==> src/rtl/lafo_pkg.sv <==
// Look-at frame package: pipeline depths, sideband types and helper functions.
// Used by the square root, divider and top-level files; depends on nothing.
package lafo_pkg;

    localparam int unsigned SQ_STG  = 32;   // one root bit pair per stage
    localparam int unsigned DIV_STG = 15;   // one quotient bit per stage
    localparam int unsigned LAT     = 4 + SQ_STG + DIV_STG + 2;

    localparam logic [1:0] ST_OK    = 2'd0;
    localparam logic [1:0] ST_SAME  = 2'd1;
    localparam logic [1:0] ST_VERT  = 2'd2;

    localparam logic [29:0] Q14_HALF = 30'd8192;

    typedef struct packed {
        logic [2:0]  neg;
        logic        coin;
        logic        vert;
        logic [29:0] n3x;
        logic [29:0] n3y;
        logic [29:0] n3z;
        logic [29:0] n2x;
        logic [29:0] n2y;
    } t_side;

    typedef struct packed {
        logic [2:0] neg;
        logic       coin;
        logic       vert;
    } t_flag;

    // Position of the highest set bit (0 when the word is zero).
    function automatic logic [4:0] f_msb(input logic [31:0] m);
        logic [4:0] p;
        p = '0;
        for (int i = 0; i < 32; i++) begin
            if (m[i]) p = 5'(i);
        end
        return p;
    endfunction

    // Shift a magnitude so that bit p lands on bit 29; right shifts truncate.
    function automatic logic [29:0] f_norm(input logic [31:0] m, input logic [4:0] p);
        logic [31:0] s;
        if (p >= 5'd29) s = m >> (p - 5'd29);
        else            s = m << (5'd29 - p);
        return s[29:0];
    endfunction

    function automatic logic signed [15:0] f_enc(input logic [15:0] mag, input logic neg);
        return neg ? 16'(-mag) : mag;
    endfunction

endpackage

==> src/rtl/lafo_sqrt.sv <==
// Pipelined integer square root, floor(sqrt(x)) of a 62-bit radicand.
// One bit pair per stage, SQ_STG stages; depends on lafo_pkg.
module lafo_sqrt import lafo_pkg::*; (
    input  logic        i_clk,
    input  logic        i_ce,
    input  logic [61:0] i_rad,
    output logic [30:0] o_root
);

    logic [63:0] r_v   [SQ_STG];
    logic [63:0] r_res [SQ_STG];

    for (genvar k = 0; k < SQ_STG; k++) begin : g_stg
        logic [63:0] v_in, res_in, bitv, trial;
        assign v_in   = (k == 0) ? 64'(i_rad) : r_v[(k == 0) ? 0 : k - 1];
        assign res_in = (k == 0) ? '0 : r_res[(k == 0) ? 0 : k - 1];
        assign bitv   = 64'(1) << (2 * (SQ_STG - 1 - k));
        assign trial  = res_in + bitv;

        always_ff @(posedge i_clk) begin
            if (i_ce) begin
                if (v_in >= trial) begin
                    r_v[k]   <= v_in - trial;
                    r_res[k] <= (res_in >> 1) + bitv;
                end else begin
                    r_v[k]   <= v_in;
                    r_res[k] <= res_in >> 1;
                end
            end
        end
    end

    assign o_root = r_res[SQ_STG-1][30:0];

endmodule

==> config.mk <==
export PLATFORM = sky130hd
export DESIGN_NAME = lafo_sqrt
export DESIGN_NICKNAME = d
export VERILOG_FILES = /design/src/rtl/lafo_pkg.sv /design/src/rtl/lafo_sqrt.sv
export SDC_FILE = /design/constraint.sdc
export NUM_CORES = 2
export LEC_CHECK = 0
export BUFFER_PORTS_ARGS = -buffer_cell sky130_fd_sc_hd__clkbuf_2
export CAP_MARGIN = 20
export CORE_MARGIN = 3
export CORE_UTILIZATION = 58
export DETAILED_ROUTE_END_ITERATION = 12
export PLACE_DENSITY = 0.77
export SYNTH_ARGS = -nofsm -noshare
export SYNTH_HDL_FRONTEND = slang
export SYNTH_SLANG_ARGS = --single-unit
==> constraint.sdc <==
create_clock -name i_clk -period 3.7 [get_ports i_clk]
set_input_delay 0.185 -clock i_clk [delete_from_list [all_inputs] [get_ports i_clk]]
set_output_delay 0.185 -clock i_clk [all_outputs]
set_load 0.1 [all_outputs]
==> impl_metrics.ini <==
[route]
drtPass1Iterations = 6
wirelength_um = 324000
ant_nets = 0
drc = 0
viasPerCell = 6.13
wl_per_cell_um = 23.6
vias = 84300
drt_iter0_drc = 10800

[finish]
drive_gt1_frac = 0.131
finalNonFillerCells = 13700
final_common_cell = edfxtp_1
syn2layout_area_growth_pct = 16.2
mostFrequentLayoutCells = 2510 x edfxtp_1, 806 x nand2_1, 687 x inv_1
finalNetCount = 11400
finish.utilization = 0.678
fillCellCount = 14400
fin_area_um2 = 141000

[yosys]
ys_warn_count = 0
synth_nets = 10400
avgSynthCellArea_um2 = 12.3
synth-edff-count = 2510
ys_types = 83
syn_inst = 9821
synth-seq-cells = 2510
synth_area_um2 = 121000
ys_seq_area_frac = 0.623
synth_flop_cell = edfxtp_1
ys_async_sr_fraction = 0

[clock_network]
cts.sinks = 2510
cts_tree = done
cts_buffers = 279
worstSkewPairLatency_ps = 1000
clkTransAtPathRegs_ps = 70
clock_tree.buffer_depth = 4
cts_root_buf = clkbuf_16
cts_max_level = 5

[power]
p_leak_nw = 53.4
power_density_nw_per_um2 = 616
ir_drop_uv = 698
total_power_mw = 86.6

[timing]
layout_worst_path_cycle_share = 1.03
rsz0062_at_grt = yes
maxSlewViolCount = 0
finalSetupViolations = 36
fmax_mhz = 263
fin_crit_ps = 3800
tightest_slew_ps = 1050
setup_slack_ps = -100
relSlewSlack = 0.300
tns_ps = -1270
skew_ps = 86.0
finalHoldViolations = 0

[critical_path]
arrival_ps = 4420
critPathMaxFanout = 7
worstSetupPathType = reg2reg
required_ps = 4320
ff2ff_path_depth = 9
r2r_slack_ps = -100
cp-start-kind = flop
critPathCaptureType = flop

[placement]
io_buffers = 94
dpl_cell_area_um2 = 129000
routabilityCongestion = 0.990
place_hpwl_um = 233000
dp.cells = 13100

[run_status]
status = finished with violations
violations = setup timing

[floorplan]
ios = 95
die_w_um = 463
row_count = 167
core_um2 = 207000
die_area_um2 = 214000
start_util = 0.584
die_h_um = 463

[hold_path]
min_path_cells = 0
hold_path.class = reg2reg

[job]
cap_violations = 0

[grt]
gr-total-overflow = 0
grt_usage = 0.295
grt_pass1_vias = 81100
grt_max_degree = 168
grt_pass1_wl_um = 486000
antenna_found_initial = 25
-- worst paths after layout --
check | start | to
worst max-delay path | r_v[1][691]$_DFFE_PP_ | r_v[1][721]$_DFFE_PP_
worst min-delay path | r_v[0][243]$_DFFE_PP_ | r_v[0][307]$_DFFE_PP_
worst max register to register | r_v[1][691]$_DFFE_PP_ | r_v[1][721]$_DFFE_PP_
worst min register to register | r_v[0][243]$_DFFE_PP_ | r_v[0][307]$_DFFE_PP_
-- metal layers --
metal / global-route usage / vias up / routed length, um
li1: - / 38500 / -
met1: 0.414 / 40700 / 132000
met2: 0.449 / 4319 / 143000
met3: 0.0673 / 760 / 34000
met4: 0.116 / 4 / 14500
met5: 0 / - / 27
-- Yosys cell counts (22+ instances only) --
cell type / n / share of area
a211oi_1: 43 / 0.0027
a21o_1: 217 / 0.013
a21oi_1: 510 / 0.021
a31oi_1: 53 / 0.0027
and2_1: 44 / 0.0023
and3_1: 49 / 0.0025
and4_1: 22 / 0.0016
clkbuf_1: 226 / 0.0070
edfxtp_1: 2510 / 0.62
ha_1: 557 / 0.058
inv_1: 690 / 0.021
mux2_2: 46 / 0.0043
nand2_1: 809 / 0.025
nand2b_1: 108 / 0.0056
nand3_1: 174 / 0.0072
nand3b_1: 36 / 0.0022
nand4_1: 152 / 0.0079
nand4b_1: 32 / 0.0023
nor2_1: 599 / 0.019
nor2b_1: 74 / 0.0038
nor3_1: 287 / 0.012
nor3b_1: 29 / 0.0018
nor4_1: 350 / 0.018
nor4b_1: 51 / 0.0037
o211ai_1: 35 / 0.0022
o21a_1: 99 / 0.0061
o21ai_0: 558 / 0.023
o21bai_1: 53 / 0.0033
o31ai_1: 47 / 0.0029
or2_2: 44 / 0.0023
or3_1: 96 / 0.0050
or4_1: 73 / 0.0045
xnor2_1: 454 / 0.033
xor2_1: 422 / 0.031
-- per-stage QoR --
| stage | setup slack [ps] | hold slack, ps |
|---|---|---|
| 2_1_floorplan | -142 | 284 |
| 3_3_place_gp | -733 | 362 |
| 3_5_place_dp | -763 | 364 |
| 4_1_cts | -81.9 | 403 |
| 5_1_grt | -236 | 413 |
| 6_report | -100 | 402 |
-- registers in the layout, indices dropped and copies added, names as in the netlist --
signal / flops
r_v: 1983
r_res: 527
-- power breakdown --
part           switching, mW  internal, mW
combinational           12.0          8.82
sequential              3.27          36.1
clock                   10.9          15.6
total                   26.2          60.5
-- cell type report --
cell class | instances | area, um2 | area share
Inverter | 690 | 2590 | 0.0184
Sequential cell | 2510 | 75400 | 0.536
Antenna cell | 10 | 25.0 | 0.000178
Multi-Input combinational cell | 6382 | 43500 | 0.309
Timing Repair Buffer | 887 | 7090 | 0.0505
Clock buffer | 347 | 7450 | 0.0530
Tap cell | 2788 | 3490 | 0.0248
Clock inverter | 122 | 1120 | 0.00794
-- cells by family (layout without fill, tap and decap cells) --
kind of cell             after synthesis  after routing  synth area share
flip-flops                          2510           2510             0.623
adder cells (fa/ha/maj)              557            557            0.0576
other                                  0             10                 0
AO/OA/AOI/OAI                       1832           1832            0.0935
buffers and inverters                929           2046            0.0290
AND/OR/NAND/NOR                     3060           3060             0.129
XOR/XNOR                             876            876            0.0634
multiplexers                          57             57           0.00519
-- critical path, cell delays in order (launching register included) --
cell and delay [ps]:
edfxtp_1 380, or4_4 550, or3_4 340, or4_4 420
or3_4 340, or3_4 330, or3_4 350, a311oi_4 260
buf_6 240, mux2_4 310
-- what timing repair did --
| action | 4_1_cts | 5_1_grt |
|---|---|---|
| endpoints found under the setup margin | 130 | 334 |
| gates resized for setup | 43 | 215 |
| pin swaps | 11 | 70 |
| cloned | 0 | 2 |
| endpoints found under the hold margin | 94 | 0 |
| hold buffers | 125 | 0 |
| setup buffers | 4 | 39 |
(Power assumes the default switching activity.)
