--- src/rtl/lafo_pkg.sv ---
// Look-at frame package: pipeline depths, sideband types and helper functions.
// Used by the square root, divider and top-level files; depends on nothing.
package lafo_pkg;

    localparam int unsigned SQ_STG  = 32;   // one root bit pair per stage
    localparam int unsigned DIV_STG = 15;   // one quotient bit per stage
    localparam int unsigned LAT     = 4 + SQ_STG + DIV_STG + 2;

    localparam logic [1:0] ST_OK    = 2'd0;
    localparam logic [1:0] ST_SAME  = 2'd1;
    localparam logic [1:0] ST_VERT  = 2'd2;

    localparam logic [29:0] Q14_HALF = 30'd8192;

    typedef struct packed {
        logic [2:0]  neg;
        logic        coin;
        logic        vert;
        logic [29:0] n3x;
        logic [29:0] n3y;
        logic [29:0] n3z;
        logic [29:0] n2x;
        logic [29:0] n2y;
    } t_side;

    typedef struct packed {
        logic [2:0] neg;
        logic       coin;
        logic       vert;
    } t_flag;

    // Position of the highest set bit (0 when the word is zero).
    function automatic logic [4:0] f_msb(input logic [31:0] m);
        logic [4:0] p;
        p = '0;
        for (int i = 0; i < 32; i++) begin
            if (m[i]) p = 5'(i);
        end
        return p;
    endfunction

    // Shift a magnitude so that bit p lands on bit 29; right shifts truncate.
    function automatic logic [29:0] f_norm(input logic [31:0] m, input logic [4:0] p);
        logic [31:0] s;
        if (p >= 5'd29) s = m >> (p - 5'd29);
        else            s = m << (5'd29 - p);
        return s[29:0];
    endfunction

    function automatic logic signed [15:0] f_enc(input logic [15:0] mag, input logic neg);
        return neg ? 16'(-mag) : mag;
    endfunction

endpackage

--- src/rtl/lafo_div.sv ---
// Pipelined restoring divider giving a 15-bit quotient, one bit per stage.
// Numerator must stay below den * 2^15; depends on lafo_pkg.
module lafo_div import lafo_pkg::*; (
    input  logic        i_clk,
    input  logic        i_ce,
    input  logic [45:0] i_num,
    input  logic [30:0] i_den,
    output logic [14:0] o_quo
);

    logic [45:0] r_rem [DIV_STG];
    logic [30:0] r_den [DIV_STG];
    logic [14:0] r_q   [DIV_STG];

    for (genvar j = 0; j < DIV_STG; j++) begin : g_stg
        logic [45:0] rem_in, dsh;
        logic [30:0] den_in;
        logic [14:0] q_in;
        assign rem_in = (j == 0) ? i_num : r_rem[(j == 0) ? 0 : j - 1];
        assign den_in = (j == 0) ? i_den : r_den[(j == 0) ? 0 : j - 1];
        assign q_in   = (j == 0) ? '0    : r_q[(j == 0) ? 0 : j - 1];
        assign dsh    = 46'(den_in) << (DIV_STG - 1 - j);

        always_ff @(posedge i_clk) begin
            if (i_ce) begin
                r_den[j] <= den_in;
                if (rem_in >= dsh) begin
                    r_rem[j] <= rem_in - dsh;
                    r_q[j]   <= q_in | (15'(1) << (DIV_STG - 1 - j));
                end else begin
                    r_rem[j] <= rem_in;
                    r_q[j]   <= q_in;
                end
            end
        end
    end

    assign o_quo = r_q[DIV_STG-1];

endmodule

--- config.mk ---
export PLATFORM = sky130hd
export DESIGN_NAME = lafo_div
export DESIGN_NICKNAME = d
export VERILOG_FILES = /design/src/rtl/lafo_pkg.sv /design/src/rtl/lafo_div.sv
export SDC_FILE = /design/constraint.sdc
export NUM_CORES = 2
export LEC_CHECK = 0
export CAP_MARGIN = 25
export CORE_MARGIN = 2
export CORE_UTILIZATION = 55
export DETAILED_ROUTE_END_ITERATION = 7
export DONT_BUFFER_PORTS = 1
export GPL_TIMING_DRIVEN = 0
export PLACE_DENSITY = 0.73
export SYNTH_ARGS = -nofsm -noshare
export SYNTH_HDL_FRONTEND = slang
export SYNTH_SLANG_ARGS = --single-unit
--- constraint.sdc ---
create_clock -name i_clk -period 3.6 [get_ports i_clk]
set_clock_uncertainty 0.05 [all_clocks]
set_input_delay 0 -clock i_clk [delete_from_list [all_inputs] [get_ports i_clk]]
set_output_delay 0 -clock i_clk [all_outputs]
set_load 0.05 [all_outputs]
==> results.md <==
* Run status: complete, but fails checks
* Violated checks: negative hold slack, max-slew violations, negative setup slack
* Most used DFF post-synth: edfxtp_1
* H-Tree Depth at 4
* Syn Area/Cell at 10.77 µm²
* GR Overflow Total at 0
* CP Data Required Time at 4.08 ns
* CP Data Arrival Time at 4.30 ns
* Switch Pwr at 23.62 mW
* Post-synth cell types at 81
* PD cells at 780.5 nW/µm²
* Final non-filler cell total at 8509
* RSZ-0062 raised after global routing: true
* Initial antenna violation count at 2
* Longest Clk Path Bufs at 3
* Placed Instances at 7973
* GPL Wtd Cong at 0.9738
* Sw frac at 0.3735
* Largest cells by area after synthesis: edfxtp_1, ha_1, a21oi_1, xnor2_1, inv_1
* Hold crit path type: in -> reg
* Asr flop ratio synth at 0
* Sequential-to-total area share from yosys stat at 0.5289
* Tot GR Track Use at 0.2893
* CTS clk-pin slew, worst paths at 0.06 ns
* Least-Margin Pin Slew at 2.460 ns
* Clock latency on the worst-skew pair at 0.79 ns
* Slew Viols, Final at 246
* Vias/cell at 5.808
* Final worst slack at -0.2204 ns
* EDFF count, synth at 1198
* First-pass GRT wire length at 278900 µm
* Post-route DRC at 0
* Post-synthesis register bit count at 1198
* Full die area at 126500 µm²
* Pleak at 32.07 nW
* Row cnt at 129
* CP Capture Type: register
* Post-DP HPWL at 138000 µm
* Top Usage Layer GRT: met2
* Clock power frac at 0.208
* Min cycle time layout at 3.820 ns
* Core Box Area at 123200 µm²
* Post-Synthesis Cells at 6312
* Met2 Usage GRT at 0.5812
* Fillers at 9147
* Area leader, netlist: edfxtp_1
* Max-slew headroom at -0.6400
* P_int at 39.62 mW
* Register Area at 35970 µm²
* Peak VDD IR at 551.9 µV
* Number of port buffers at 0
* Multi-input gate area at 31950 µm²
* Count leader, synth: edfxtp_1
* CP Class: in -> reg
* Reg power frac at 0.351
* Total Wirelength at 187300 µm
* Top cell type's share of synthesized area at 0.5289
* CP max FO at 4
* Pre-Repair DR Iteration Count at 6
* DR vias at 49419
* Layout cells sized above 1 at 0.1391
* Die Height at 355.7 µm
* Fin crit share at 1.061
* Area delta synth->final at 19.13%
* Startpoint Class: input pin
* Initial Utilization at 0.5523
* Synth top cells by count: edfxtp_1, a21oi_1, inv_1
* Post-Syn Area at 68010 µm²
* Iter 0 DRT Violations at 2902
* Root Buffer: clkbuf_16
* Number of routed nets with antenna violations at 0
* # IOs at 94
* CTS tree: built
* Final hold viol count at 32
* Combinational share of power at 0.441
* Maxcap violations at 0
* Setup violators final at 133
* Vias in the first global route at 51928
* Clock buffer count from CTS at 136
* Synth Warn # at 0
* Nets at 7323
* Syn_nets at 6870
* TritonCTS Sinks at 1198
* Die Wd at 355.7 µm
* Largest net degree at the start of global routing at 439
* Met3 Use GR at 0.03426
* WHS at -0.7450 ns
* Fmax at 261.8 MHz
* GR Layer Usage met1 at 0.2444
* Inserted Diodes at 0
* Wire per inst at 22.01 µm
final timing paths:
kind            startpoint       endpoint  depth (start not counted)  slack [ns]
max               i_den[6]   r_rem[0][45]                         16       -0.22
min               i_den[0]    r_den[0][0]                          0       -0.74
max reg2reg  r_rem[0][148]  r_rem[0][209]                         16       -0.19
min reg2reg     r_q[1][37]     r_q[1][52]                          0        0.36
cell usage in the layout, fill, tap and decap left out, drive strengths merged, types with 28 or more instances in the layout:
| master | instances |
|---|---|
| a211oi | 37 |
| a21o | 222 |
| a21oi | 578 |
| a31oi | 59 |
| and2 | 30 |
| and3 | 42 |
| buf | 229 |
| clkbuf | 289 |
| clkinv | 61 |
| dlygate4sd3 | 153 |
| edfxtp | 1198 |
| ha | 465 |
| inv | 580 |
| mux2 | 82 |
| nand2 | 480 |
| nand2b | 72 |
| nand3 | 112 |
| nand4 | 95 |
| nor2 | 494 |
| nor2b | 65 |
| nor3 | 96 |
| nor4 | 58 |
| o21a | 60 |
| o21ai | 412 |
| o21bai | 55 |
| o31ai | 33 |
| or3 | 28 |
| xnor2 | 251 |
| xor2 | 222 |
per-layer routing:
layer	wire (µm)	part of all wire
met1	58280	0.31
met2	104900	0.56
met3	5618	0.030
met4	18530	0.099
met5	0	0
worst max-delay path, stage by stage:
cell and delay (ns):
dlygate4sd3_1 0.60, inv_1 0.07, ha_1 0.34, a211o_1 0.36
o22a_1 0.21, o31a_1 0.18, a21o_1 0.27, a211o_1 0.31
a21oi_1 0.25, nor2_1 0.15, nor2_2 0.24, o31ai_1 0.11
nand2_1 0.07, dlygate4sd3_1 0.53, o21ai_1 0.05, dlygate4sd3_1 0.55
sequential cells by signal (all words and copies together) (netlist names):
| name | cells |
|---|---|
| r_den | 434 |
| r_rem | 644 |
| r_q | 120 |
final cells by class:
type                       count  area share
buffer                       156     0.01546
clock buffer                 165     0.04335
clock inverter                80    0.008910
inverter                     569     0.02675
multi-input combinational   4354      0.3943
sequential                  1198      0.4440
tap                         1637     0.02528
timing repair buffer         350     0.04196
power by group through the flow:
| stage | clock network, mW | logic (mW) | registers [mW] |
|---|---|---|---|
| final | 13.1 | 27.9 | 22.2 |
| after global routing | 13.9 | 30.6 | 22.5 |
| after CTS | 13.3 | 26.1 | 22.0 |
| after detailed placement | 0 | 24.0 | 22.2 |
| after global placement | 0 | 23.7 | 22.2 |
| after floorplan | 0 | 18.6 | 21.6 |
timing repair:
| item | in CTS | in global routing |
|---|---|---|
| cloned | 5 | 4 |
| setup buffers | 83 | 81 |
| hold endpoints to repair | 516 | 460 |
| hold buffers | 114 | 39 |
| pin swaps | 83 | 149 |
| setup endpoints to repair | 515 | 474 |
| gates resized for setup | 492 | 344 |
through the flow:
stage | TNS (ns) | util | setup slack (ns) | total power [mW] | cell area, µm²
3_3_place_gp | -1614.60 | 0.5689 | -2.704 | 45.89 | 70060
4_1_cts | -6.987 | 0.6381 | -0.1707 | 61.42 | 78580
6_report | -11.54 | 0.6579 | -0.2204 | 63.24 | 81020
5_1_grt | -21.80 | 0.6579 | -0.3710 | 66.99 | 81020
2_1_floorplan | 0 | - | 0.05664 | 40.12 | 68010
3_5_place_dp | -586.55 | 0.5720 | -2.261 | 46.16 | 70440
logic make-up after synthesis:
| logic type | synth area share |
|---|---|
| compound gates | 0.1475 |
| xor+xnor | 0.06091 |
| fa+ha+maj | 0.08967 |
| buf+inv | 0.04211 |
| flops | 0.5289 |
| mux | 0.01372 |
| simple gates | 0.1171 |
No activity file was read; power rests on OpenSTA's default activity.
